==> src/rtl/core/isd_pkg.sv <==
package isd_pkg;

    localparam int WINDOW_DEFAULT   = 100;
    localparam int CH_NUM           = 6;
    localparam int SAMPLE_W         = 16;
    localparam int SAMPLES_W        = CH_NUM * SAMPLE_W;
    localparam int THR_RAW_W        = 15;
    localparam int GYRO_THR_RESET   = 31;
    localparam int ACCEL_THR_RESET  = 51;
    localparam int GYRO_CH_NUM      = 3;
    localparam int CH_W             = 3;
    localparam int CFG_IDX_W        = 2;
    localparam int CFG_DATA_W       = 16;
    localparam int OUT_DATA_W       = 8;

    localparam logic [CH_W-1:0]      NO_CHANNEL    = 3'd6;
    localparam logic [CFG_IDX_W-1:0] REG_GYRO_THR  = 2'd0;
    localparam logic [CFG_IDX_W-1:0] REG_ACCEL_THR = 2'd1;

    // Per-stage control handed from the top level to a datapath stage
    typedef struct packed {
        logic load;
        logic decided;
    } isd_stage_t;

    typedef logic signed [SAMPLE_W-1:0] sample_t;

endpackage

==> src/rtl/core/isd_accum.sv <==
module isd_accum
    import isd_pkg::*;
#(
    parameter int WINDOW = WINDOW_DEFAULT,
    localparam int SUM_W = SAMPLE_W + $clog2(WINDOW),
    localparam int DEV_W = SUM_W + 1
)
(
    input  logic                    clk,
    input  logic                    rst_n,
    input  isd_stage_t              ctl,
    input  logic [SAMPLES_W-1:0]    sample,
    input  logic [SAMPLES_W-1:0]    oldest,
    output logic signed [DEV_W-1:0] dev [CH_NUM]
);

    logic signed [SUM_W-1:0] sum_reg  [CH_NUM];
    logic signed [SUM_W-1:0] sum_next [CH_NUM];
    logic signed [DEV_W-1:0] dev_reg  [CH_NUM];
    logic signed [DEV_W-1:0] dev_next [CH_NUM];

    // new*(W+1) - (sum+new) reduces to new*W - sum
    always_comb
    begin
        sample_t                 s_new;
        sample_t                 s_old;
        logic signed [DEV_W-1:0] total;
        logic signed [DEV_W-1:0] prod;
        for (int c = 0; c < CH_NUM; c++)
        begin
            s_new = sample[c*SAMPLE_W +: SAMPLE_W];
            s_old = oldest[c*SAMPLE_W +: SAMPLE_W];
            total = DEV_W'(sum_reg[c]) + DEV_W'(s_new);
            if (ctl.decided)
            begin
                total = total - DEV_W'(s_old);
            end
            sum_next[c] = total[SUM_W-1:0];
            prod        = DEV_W'(s_new) * DEV_W'(WINDOW);
            dev_next[c] = prod - DEV_W'(sum_reg[c]);
        end
    end

    always_ff @(posedge clk or negedge rst_n)
    begin
        if (!rst_n)
        begin
            for (int c = 0; c < CH_NUM; c++)
            begin
                sum_reg[c] <= '0;
            end
        end
        else if (ctl.load)
        begin
            sum_reg <= sum_next;
        end
    end

    always_ff @(posedge clk)
    begin
        if (ctl.load)
        begin
            dev_reg <= dev_next;
        end
    end

    assign dev = dev_reg;

endmodule

==> config.mk <==
export PLATFORM = sky130hd
export DESIGN_NAME = isd_accum
export DESIGN_NICKNAME = d
export VERILOG_FILES = /design/src/rtl/core/isd_pkg.sv /design/src/rtl/core/isd_accum.sv
export SDC_FILE = /design/constraint.sdc
export NUM_CORES = 2
export LEC_CHECK = 0
export BUFFER_PORTS_ARGS = -buffer_cell sky130_fd_sc_hd__buf_2
export CAP_MARGIN = 10
export CORE_ASPECT_RATIO = 1.75
export CORE_MARGIN = 2
export CORE_UTILIZATION = 50
export CTS_CLUSTER_SIZE = 24
export DETAILED_ROUTE_END_ITERATION = 8
export MAX_ROUTING_LAYER = met4
export PLACE_DENSITY = 0.69
export SLEW_MARGIN = 10
export SYNTH_ARGS = -nofsm -noshare
export SYNTH_HDL_FRONTEND = slang
export SYNTH_SLANG_ARGS = --single-unit
==> constraint.sdc <==
create_clock -name clk -period 5.6 [get_ports clk]
set_clock_uncertainty 0.1 [all_clocks]
set_input_delay 1.12 -clock clk [delete_from_list [all_inputs] [get_ports clk]]
set_output_delay 1.12 -clock clk [all_outputs]
set_load 0.1 [all_outputs]
## Yosys cells after proc, flatten, opt, wreduce, memory -nomap -nowiden

Index checks and enable logic that the tools add are counted.
Widths: inputs -> output; s select.

- Add/sub/neg operators: 18
- Multipliers: 6
- Mux-type cells: 6

Operators by type and width:

| cell | number |
|---|---|
| $sub 24x23->24 | 6 |
| $add 23x16->23 | 6 |
| $mux 23 | 6 |
| $sub 23x16->23 | 6 |
| $mul 16x6->22 const B | 6 |

- Bits in registers: 282
- Logic and storage cells: 42

## Longest topological paths before layout

- Word-level depth: 3
- Mapped depth: 24

## Worst setup path before layout

Ideal clock, no wire load.

- Path kind: input to register
- Start point: input sample[2]
- End point: register dev_reg, in the netlist dev[143] (data pin)
- Setup time: 0.260 ns
- Slack: -0.211 ns
- Arrival time: 5.451 ns
- Cell stages on the path: 22
- Data required time: 5.240 ns
- Path through: ha_1 fa_1 ha_1 ha_1 a21o_1 a21oi_1 o21ai_0 a21o_1 a21oi_1 o21ai_0 o41ai_1 o21bai_1 a21oi_1 xnor2_1 ha_1 clkbuf_1 a21o_1 a21oi_1 nand2_1 o221a_2 xnor2_1 xnor2_1

RTL lines:

| item | RTL line | text |
|---|---|---|
| from (decl) | isd_accum.sv:12 | `input logic [SAMPLES_W-1:0] sample,` |
| to (signal assigned) | isd_accum.sv:63 | `dev_reg <= dev_next;` |
| to (decl) | isd_accum.sv:19 | `logic signed [DEV_W-1:0] dev_reg [CH_NUM];` |

==> flow_summary.toml <==
[sta]
max_freq_mhz = 185
slew_headroom_pct = 45.1
min_period_over_period_pct = 96.5
worst_slew_pin_slew_ps = 822
min_period_ps = 5400
setup_viol_count_final = 0
hold_viol = 0
maxSlewViolCount = 0
rsz0062_at_grt = "yes"
fin_tns_setup_ps = 0

[synth]
ys_ff_latch = 282
ys.flop_type = "edfxtp_1"
yosysWarnings = 0
ys_types = 90
avgSynthCellArea_um2 = 8.67
synth_enable_flop_cells = 144
synthArstFlopShare_pct = 48.9
synth.cell_area_um2 = 37800
ys_seq_area_share_pct = 20.6
synth_nets = 5343
syn_inst = 4357

[worst_setup_path]
start_kind = "input port"
rr_worst_depth = 24
critical_path.startpoint = "sample[33]"
cp-end-kind = "flop"
regToRegEndpoint = "sum_reg[68]"
path_max_fanout = 3
required_ps = 5820
critPathArrivalTime_ps = 5630
crit_type = "input port to flop"
r2r_start = "sum_reg[46]"
rrSetupSlack_ps = 460

[floorplanning]
die_x_um = 212
rows = 133
start_util_pct = 50.3
die_y_um = 368
num_io_pins = 340
die_area_um2 = 77900
coreArea_um2 = 75100

[detailed_routing]
drt-initial-drc-count = 1421
vias = 34500
totalWireLength_um = 104000
avgViaCountPerCell = 5.61
dr.pass1.iters = 5
routedWlPerCell_um = 16.9
drcViolationCount = 0
ant_nets = 0

[finish]
syn_to_final_growth_pct = 19.6
drive_gt1_share_pct = 18.0
seqCellArea_um2 = 7780
multiInputGateArea_um2 = 28400
nNetsFinal = 6069
stdcell_count = 6136
nFillCells = 6660
largest_reg_flops = 144

[clock_tree]
clkTransAtPathRegs_ps = 60
cts_buffers = 37
cts_tree = "done"
postCtsHoldBufs = 0
clk_latency_ps = 580
clockBufferDepth = 3
cts_root_buf = "clkbuf_16"
cts.sinks = 282
htree_levels = 2

[placement]
dpl.hpwl_um = 83800
portBuffers = 339
numPlacedInstances = 6052
gp_congestion = 0.949

[worst_hold_path]
hp-class = "flop to flop"
hold_depth = 0
hold_path_end = "dev[96]"
holdCritStartpoint = "sum_reg[92]"

[global_routing]
grt_first_pass_wirelength_um = 166000
overflow = 0
antenna_found_initial = 14
track_usage_pct = 27.0
grt_max_degree = 142
first_global_vias = 35000

[run_status]
outcome = "finished, final reports clean"

[flow_run]
cap_violations = 0
-- cells in the mapped netlist, types with 16 or more instances --
master    count  share of area [%]
nand3_1     104                1.4
xnor2_1     305                7.1
nor3_1      105                1.4
mux2i_1      69                1.8
nand2b_1     41               0.68
o41ai_1      17               0.39
fa_1         96                5.1
xor2_1      117                2.7
clkbuf_1     63               0.63
a31oi_1      58               0.96
dfrtp_1     138                9.1
edfxtp_1    144                 11
o21bai_1     43               0.85
nor2_1      351                3.5
o21ai_0     202                2.7
inv_1       421                4.2
and3_1       43               0.71
nor2b_1      53               0.88
or2_2        16               0.26
a211oi_1     27               0.54
o21a_1       74                1.5
or3_1        41               0.68
a21boi_0     18               0.36
o211ai_1     38               0.76
o31ai_1      19               0.38
ha_1        694                 23
nand2_1     228                2.3
a21o_1      156                3.1
and2_1       19               0.31
a21oi_1     399                5.3
-- worst max-delay path, cell delays in order --
cell and delay (ps):
buf_2 130, ha_1 330, fa_2 540, ha_1 220, ha_1 200, inv_1 90, fa_2 210, nor2b_1 60
o21ai_2 160, a21boi_2 80, o21ai_1 220, a21oi_2 100, a41o_1 240, o41ai_2 280, xnor2_1 170, ha_1 270
buf_4 140, and3_4 170, and3_1 150, a211o_1 330, a21oi_2 180, xnor2_2 130, xnor2_1 90
-- layer usage --
metal | wire length [um] | track usage, % | part of all wire (%) | vias to the layer above
li1 | - | - | - | 17200
met1 | 40100 | 28.1 | 39 | 16300
met2 | 54700 | 50.6 | 53 | 642
met3 | 4240 | 3.30 | 4.1 | 217
met4 | 4540 | 11.6 | 4.4 | 0
met5 | 0 | - | 0 | -
-- cells in the final DEF (no fill, tap or decap), types with 117 or more instances in the layout --
cell	count
a21o_1	156
a21oi_1	386
buf_2	336
buf_4	413
dfrtp_1	138
edfxtp_1	144
ha_1	691
inv_1	416
nand2_1	228
nor2_1	350
o21ai_0	189
xnor2_1	304
xor2_1	117
-- worst max path at each step --
stage	to	slack (ps)	cells past startpoint
CTS	dev[94]	10	22
floorplan	dev[143]	-50	24
global placement	dev[94]	-560	20
global route	sum_reg[22]	-60	22
finish	dev[95]	200	23
detailed placement	dev[94]	-720	20
-- through the flow --
stage	instance area, um2	hold WS [ps]	util, %	setup slack [ps]
after floorplan	37900	351	-	-47.4
after global placement	43700	365	58.3	-561
after detailed placement	43700	375	58.3	-721
after CTS	45000	389	60.0	9.52
after global routing	45200	406	60.2	-62.3
final	45200	382	60.2	197
-- layout make-up --
class	instances	share of cell area (%)
Clock buffer	50	2.34
Timing Repair Buffer	755	10.8
Multi-Input combinational cell	3586	62.9
Sequential cell	282	17.2
Clock inverter	18	0.437
Inverter	421	3.50
Antenna cell	12	0.0664
Tap cell	1012	2.80
-- cell families (layout without fill, tap and decap cells) --
logic type      after synthesis  in the layout  synth area share (%)
compound gates             1232           1232                  21.3
xor+xnor                    424            424                  9.90
fa+ha+maj                   790            790                  28.1
buf+inv                     489           1244                  4.86
flops                       282            282                  20.6
mux                          72             72                  1.93
other cells                   0             12                     0
simple gates               1068           1068                  13.4
-- what timing repair did --
item | 4_1_cts | 5_1_grt
endpoints found under the setup margin | 2 | 28
gates resized for setup | 2 | 44
pin swaps | 0 | 24
setup buffers | 0 | 4
Power is not shown: default switching activity piles up to over one toggle a cycle in this logic, so the estimate is an artifact.
