===== config.mk =====
export PLATFORM = sky130hd
export DESIGN_NAME = isd_judge
export DESIGN_NICKNAME = d
export VERILOG_FILES = /design/src/rtl/core/isd_pkg.sv /design/src/rtl/core/isd_judge.sv
export SDC_FILE = /design/constraint.sdc
export NUM_CORES = 1
export LEC_CHECK = 0
export BUFFER_PORTS_ARGS = -buffer_cell sky130_fd_sc_hd__buf_2
export CAP_MARGIN = 20
export CORE_MARGIN = 2
export CORE_UTILIZATION = 45
export DETAILED_ROUTE_END_ITERATION = 16
export PLACE_DENSITY = 0.67
export SYNTH_ARGS = -nofsm -noshare
export SYNTH_HDL_FRONTEND = slang
export SYNTH_SLANG_ARGS = --single-unit

===== constraint.sdc =====
create_clock -name clk -period 5.9 [get_ports clk]
set_input_delay 1.18 -clock clk [delete_from_list [all_inputs] [get_ports clk]]
set_output_delay 1.18 -clock clk [all_outputs]
set_load 0.05 [all_outputs]

===== src/rtl/core/isd_pkg.sv =====
package isd_pkg;

    localparam int WINDOW_DEFAULT   = 100;
    localparam int CH_NUM           = 6;
    localparam int SAMPLE_W         = 16;
    localparam int SAMPLES_W        = CH_NUM * SAMPLE_W;
    localparam int THR_RAW_W        = 15;
    localparam int GYRO_THR_RESET   = 31;
    localparam int ACCEL_THR_RESET  = 51;
    localparam int GYRO_CH_NUM      = 3;
    localparam int CH_W             = 3;
    localparam int CFG_IDX_W        = 2;
    localparam int CFG_DATA_W       = 16;
    localparam int OUT_DATA_W       = 8;

    localparam logic [CH_W-1:0]      NO_CHANNEL    = 3'd6;
    localparam logic [CFG_IDX_W-1:0] REG_GYRO_THR  = 2'd0;
    localparam logic [CFG_IDX_W-1:0] REG_ACCEL_THR = 2'd1;

    // Per-stage control handed from the top level to a datapath stage
    typedef struct packed {
        logic load;
        logic decided;
    } isd_stage_t;

    typedef logic signed [SAMPLE_W-1:0] sample_t;

endpackage


===== src/rtl/core/isd_judge.sv =====
module isd_judge
    import isd_pkg::*;
#(
    parameter int WINDOW = WINDOW_DEFAULT,
    localparam int DEV_W = SAMPLE_W + $clog2(WINDOW) + 1,
    localparam int THR_W = THR_RAW_W + $clog2(WINDOW + 2),
    localparam int CMP_W = DEV_W + 1
)
(
    input  logic                    clk,
    input  isd_stage_t              ctl,
    input  logic signed [DEV_W-1:0] dev [CH_NUM],
    input  logic [THR_W-1:0]        gyro_thr,
    input  logic [THR_W-1:0]        accel_thr,
    output logic                    decided,
    output logic                    moving,
    output logic [CH_W-1:0]         first_channel
);

    logic            decided_reg;
    logic            moving_reg;
    logic [CH_W-1:0] first_reg;
    logic [CH_W-1:0] first_next;

    // Lowest exceeding channel wins; equality counts as still
    always_comb
    begin
        logic signed [CMP_W-1:0] d;
        logic signed [CMP_W-1:0] t;
        first_next = NO_CHANNEL;
        for (int c = CH_NUM - 1; c >= 0; c--)
        begin
            d = CMP_W'(dev[c]);
            t = (c < GYRO_CH_NUM) ? CMP_W'($signed({1'b0, gyro_thr}))
                                  : CMP_W'($signed({1'b0, accel_thr}));
            if (ctl.decided && ((d > t) || (d < -t)))
            begin
                first_next = CH_W'(c);
            end
        end
    end

    always_ff @(posedge clk)
    begin
        if (ctl.load)
        begin
            decided_reg <= ctl.decided;
            moving_reg  <= (first_next != NO_CHANNEL);
            first_reg   <= first_next;
        end
    end

    assign decided       = decided_reg;
    assign moving        = moving_reg;
    assign first_channel = first_reg;

endmodule


==> Yosys cells after proc, flatten, opt, wreduce, memory -nomap -nowiden <==
Index checks and enable logic that the tools add are counted.
{ "totals": {"regBits": 5} }
{ "op_classes": {"n_addsub": 2, "n_lt_le_gt_ge": 12, "n_eq_ne": 1, "muxes": 6, "reduce_logical": 12} }
{ "op_table": {"columns": ["operator", "n"], "rows": [
  ["24-bit by 25-bit less-than comparator with 1-bit output", 6],
  ["24-bit by 23-bit greater-than comparator with 1-bit output", 6],
  ["22-bit negation with 25-bit output", 2],
  ["3-bit 2-to-1 mux", 5],
  ["1-bit logical AND", 6],
  ["1-bit logical OR", 6],
  ["3-bit != test (second input constant)", 1],
  ["2-bit 2-to-1 mux", 1]
]} }

==> Longest topological paths before layout <==
{ "logic_depth": {"word_depth": 11, "depth_mapped": 19} }

==> Least setup slack after synthesis <==
OpenSTA, ideal clock, no wires.
{ "synth_timing": {"path_type": "input -> register", "startpoint": "input port gyro_thr[3]", "endpoint": "register first_reg[0], in the netlist first_channel[0] (data pin)", "setup_ns": 0.190, "arrival_ns": 4.646, "t_required_ns": 5.710, "slack_ns": 1.063, "path_stages": 18, "cell_sequence": "nor3_1 -> and3_1 -> clkbuf_1 -> nand3_1 -> or4_1 -> clkbuf_1 -> nor3_1 -> xnor2_1 -> ha_1 -> a21o_1 -> a21o_1 -> a21oi_1 -> nand2_1 -> a31oi_1 -> a221oi_1 -> o221ai_1 -> nor2b_1 -> a2111oi_2"} }
{ "synth_between": {"elab_chain_cells": 7} }
{ "synth_rtl": {"columns": ["item", "line", "source"], "rows": [
  ["start, declared", "isd_judge.sv:13", "input logic [THR_W-1:0] gyro_thr,"],
  ["22-bit negation with 25-bit output", "isd_judge.sv:36", "if (ctl.decided && ((d > t) || (d < -t)))"],
  ["24-bit by 25-bit less-than comparator with 1-bit output", "isd_judge.sv:36", null],
  ["1-bit logical OR", "isd_judge.sv:36", null],
  ["1-bit logical AND", "isd_judge.sv:36", null],
  ["3-bit 2-to-1 mux (2 in a row)", "isd_judge.sv:36", null],
  ["3-bit 2-to-1 mux *", "isd_judge.sv:36", null],
  ["via first_next[0]", "isd_judge.sv:23", "logic [CH_W-1:0] first_next;"],
  ["end signal, assigned", "isd_judge.sv:49", "first_reg <= first_next;"],
  ["end, declared", "isd_judge.sv:22", "logic [CH_W-1:0] first_reg;"]
]} }
Mark *: on every way through the listed nets, which the timed path passes. The rest lies on a longest branch.
A chain may end at the register's enable or synchronous reset.

==> Worst setup path in the final report <==
{ "layout_timing": {"startpoint": "input port gyro_thr[6]", "endpoint": "register first_reg[0], in the netlist first_channel[0] (data pin)"} }
Same word-level chain as after synthesis.

==> impl_metrics.xml <==
<?xml version="1.0" encoding="UTF-8"?>
<metrics>
  <group name="run_status">
    <metric name="outcome" unit="">finished clean</metric>
  </group>
  <group name="synthesis">
    <metric name="synth.largest_area_cell" unit="">sky130_fd_sc_hd__ha_1</metric>
    <metric name="synthesis.instances" unit="">930</metric>
    <metric name="yosys_warnings" unit="">0</metric>
    <metric name="synth.top_cell.area_share" unit="%">44.11</metric>
    <metric name="synthArstFlopShare" unit="%">0</metric>
    <metric name="synth_enable_flop_cells" unit="">5</metric>
    <metric name="synthesis.nets" unit="">1387</metric>
    <metric name="yosysMostFrequentCell" unit="">sky130_fd_sc_hd__ha_1</metric>
    <metric name="post_synth_most_frequent_cells" unit="">266 x sky130_fd_sc_hd__ha_1, 66 x sky130_fd_sc_hd__inv_1, 54 x sky130_fd_sc_hd__o21ai_0</metric>
    <metric name="ys_seq_area_share" unit="%">1.990</metric>
    <metric name="dominantRegCellSynth" unit="">sky130_fd_sc_hd__edfxtp_1</metric>
    <metric name="synth-seq-cells" unit="">5</metric>
    <metric name="synthesis.area" unit="sq um">7545</metric>
    <metric name="syn-mean-instance-area" unit="sq um">8.113</metric>
    <metric name="yosys.cell_types.count" unit="">73</metric>
    <metric name="netlist_top_cells_area" unit="">sky130_fd_sc_hd__ha_1 44%, sky130_fd_sc_hd__a21o_1 4.1%, sky130_fd_sc_hd__xnor2_1 3.8%</metric>
  </group>
  <group name="floorplanning">
    <metric name="initial_utilization" unit="%">45.82</metric>
    <metric name="die_area" unit="sq um">17820</metric>
    <metric name="pin_count" unit="">196</metric>
    <metric name="rows" unit="">47</metric>
    <metric name="die-width" unit="um">133.5</metric>
    <metric name="core_region_area" unit="sq um">16470</metric>
    <metric name="vertical_die_dimension" unit="um">133.5</metric>
  </group>
  <group name="place">
    <metric name="port_buffers" unit="">195</metric>
    <metric name="routabilityCongestion" unit="">0.9486</metric>
    <metric name="postPlaceCellArea" unit="sq um">8781</metric>
    <metric name="dpl.hpwl" unit="um">21540</metric>
  </group>
  <group name="global_route">
    <metric name="grt_pass1_wl" unit="um">37450</metric>
    <metric name="grt_start_max_net_pins" unit="">9</metric>
    <metric name="groute.usage.overall" unit="%">25.94</metric>
    <metric name="number_of_antenna_violations_at_the_first_check_in_global_routing" unit="">0</metric>
    <metric name="global_route.overflow_total" unit="">0</metric>
    <metric name="grt_pass1_vias" unit="">7836</metric>
  </group>
  <group name="setup_path">
    <metric name="worst_setup_path_start_kind" unit="">input port</metric>
    <metric name="critical-path-top-cell-by-count" unit="">sky130_fd_sc_hd__nor3_1</metric>
    <metric name="timing.critical_path.slowest_stage_cell" unit="">sky130_fd_sc_hd__or4_1</metric>
    <metric name="worst-setup-path-type" unit="">input port to flop</metric>
    <metric name="required" unit="ps">5930</metric>
    <metric name="crit_path_end_kind" unit="">flop</metric>
    <metric name="data_arrival_at_the_endpoint_of_the_critical_path" unit="ps">5360</metric>
    <metric name="crit_path_cell_chain" unit="">buf_2 &gt; nor3_1 &gt; nand2_1 &gt; nor3_1 &gt; nand3_1 &gt; or4_1 &gt; nor3_1 &gt; xnor2_1 &gt; ha_1 &gt; a21o_1 &gt; a21o_1 &gt; a21oi_1 &gt; nand2_1 &gt; a31oi_1 &gt; a221oi_1 &gt; o221ai_1 &gt; nor2b_1 &gt; a2111oi_2</metric>
    <metric name="timing.critical_path.from" unit="">gyro_thr[6]</metric>
    <metric name="worst-path-max-fanout" unit="">5</metric>
    <metric name="critPathMaxStageDelay" unit="ps">560</metric>
  </group>
  <group name="routing">
    <metric name="first_pass_iters" unit="">7</metric>
    <metric name="finalWirelength" unit="um">23610</metric>
    <metric name="routedLengthMet1" unit="um">10400</metric>
    <metric name="post-route-drc-count" unit="">0</metric>
    <metric name="wl_met2" unit="um">10900</metric>
    <metric name="drt-wirelength-per-cell" unit="um">17.54</metric>
    <metric name="drt.antenna.violating_nets" unit="">0</metric>
    <metric name="maxUsedRoutingLayer" unit="">met4</metric>
    <metric name="drtIter0Drc" unit="">414</metric>
    <metric name="dr_total_vias" unit="">8074</metric>
    <metric name="met3WireLength" unit="um">1771</metric>
    <metric name="avgViaCountPerCell" unit="">5.999</metric>
  </group>
  <group name="timing">
    <metric name="slew_headroom" unit="%">53.93</metric>
    <metric name="final-setup-viol-count" unit="">0</metric>
    <metric name="post-route-min-period" unit="ps">5336</metric>
    <metric name="final_min_period_over_clock_period" unit="%">90.43</metric>
    <metric name="fmax" unit="MHz">187.4</metric>
    <metric name="setup_tns_final" unit="ps">0</metric>
    <metric name="grt_setup_unrepaired" unit="">no</metric>
    <metric name="hold_viol" unit="">0</metric>
    <metric name="slew_viol_final" unit="">0</metric>
    <metric name="tightest_slew" unit="ps">684.7</metric>
  </group>
  <group name="power">
    <metric name="maximum_vdd_ir_drop" unit="uV">71.64</metric>
    <metric name="power_leakage" unit="uW">0.004537</metric>
    <metric name="p_per_area" unit="nW/um^2">84.36</metric>
  </group>
  <group name="finish">
    <metric name="design_area" unit="sq um">8860</metric>
    <metric name="syn_to_final_growth" unit="%">17.43</metric>
    <metric name="finalNetCount" unit="">1584</metric>
    <metric name="insertedDiodeCount" unit="">0</metric>
    <metric name="largest_register_ffs" unit="">3</metric>
    <metric name="drive_gt1_share" unit="%">20.16</metric>
  </group>
  <group name="clock_network">
    <metric name="cts.hold.buffers_added" unit="">0</metric>
    <metric name="numClockSinks" unit="">5</metric>
    <metric name="cts_htree_levels" unit="">1</metric>
    <metric name="clkTransAtPathRegs" unit="ps">30</metric>
    <metric name="cts.repair.resized" unit="">0</metric>
    <metric name="tritoncts" unit="">built</metric>
    <metric name="postCtsSetupBuffers" unit="">0</metric>
    <metric name="clock_path_buffers" unit="">2</metric>
    <metric name="numCtsBuffers" unit="">3</metric>
    <metric name="clock-root-buffer" unit="">sky130_fd_sc_hd__clkbuf_16</metric>
  </group>
  <group name="hold_path">
    <metric name="hp-class" unit="">input port to flop</metric>
    <metric name="hold_start" unit="">ctl[0]</metric>
  </group>
  <group name="run">
    <metric name="cap_violations" unit="">0</metric>
  </group>
</metrics>
critical path: cells and delay by family:
kind                       cells  cell delay, ps
and+or+nand+nor                8            1890
buffers and inverters          1             110
adders and majority gates      1             320
AOI/OAI and AO/OA              7            1610
xor gates and xnor gates       1             220
final cells by class:
class | instances | area, sq um
inverter | 66 | 247.7
sequential | 5 | 150.1
clock buffer | 4 | 78.83
tap | 220 | 275.3
fill | 1610 | 7606
multi-input combinational | 855 | 7124
timing repair buffer | 196 | 983.4
layer usage:
| layer | vias to the layer above | track usage, % |
|---|---|---|
| met5 | - | 0 |
| met4 | 0 | 5.910 |
| li1 | 4068 | - |
| met2 | 304 | 45.93 |
| met1 | 3674 | 34.04 |
| met3 | 28 | 2.435 |
cell families after synthesis:
family | count (synthesis) | share of synthesized area, %
flip-flops | 5 | 1.990
AND/OR/NAND/NOR | 282 | 20.55
multiplexers | 2 | 0.3482
buffers and inverters | 70 | 3.582
XOR/XNOR | 38 | 4.959
AO/OA/AOI/OAI | 265 | 24.18
adder cells (fa/ha/maj) | 268 | 44.39
placed cells by master, fill, tap and decap left out, types with 7 or more instances in the layout:
cell and count:
sky130_fd_sc_hd__ha_1 266, sky130_fd_sc_hd__buf_2 195, sky130_fd_sc_hd__inv_1 66, sky130_fd_sc_hd__o21ai_0 54, sky130_fd_sc_hd__nand2_1 51, sky130_fd_sc_hd__nor2_1 50, sky130_fd_sc_hd__a21oi_1 45, sky130_fd_sc_hd__a21o_1 41
sky130_fd_sc_hd__nand4_1 40, sky130_fd_sc_hd__nor3_1 37, sky130_fd_sc_hd__xnor2_1 33, sky130_fd_sc_hd__nand3_1 19, sky130_fd_sc_hd__nor2b_1 18, sky130_fd_sc_hd__nor4_1 17, sky130_fd_sc_hd__a211oi_1 16, sky130_fd_sc_hd__o211ai_1 14
sky130_fd_sc_hd__o21a_1 13, sky130_fd_sc_hd__a31oi_1 11, sky130_fd_sc_hd__a211o_1 10, sky130_fd_sc_hd__or3_1 8, sky130_fd_sc_hd__or4_1 7, sky130_fd_sc_hd__o221ai_1 7, sky130_fd_sc_hd__a2111oi_0 7
power by group:
part | switching [uW] | total [uW] | internal [uW] | leakage (uW)
Clock | 20.4 | 110 | 89.4 | 0.0000382
Combinational | 336 | 593 | 258 | 0.00445
Sequential | 1.07 | 44.1 | 43.0 | 0.0000489
Total | 357 | 747 | 390 | 0.00454
metrics by stage:
stage               hold WS (ps)  cells  power (uW)  setup WS, ps  util, %
floorplan                   1279    930       411.6          1063        -
global placement            1459   1342       621.9         580.7    53.33
detailed placement          1461   1342       631.3         374.7    53.33
CTS                         1235   1346       745.3         593.7    53.81
global route                1233   1346       830.7         238.4    53.81
finish                      1231   1346       747.4         564.5    53.81
worst paths after layout:
check / end / cells past startpoint
max: first_channel[0]$_DFFE_PP_ / 18
min: decided$_DFFE_PP_ / 1
Power figures use the tool's default switching activity.
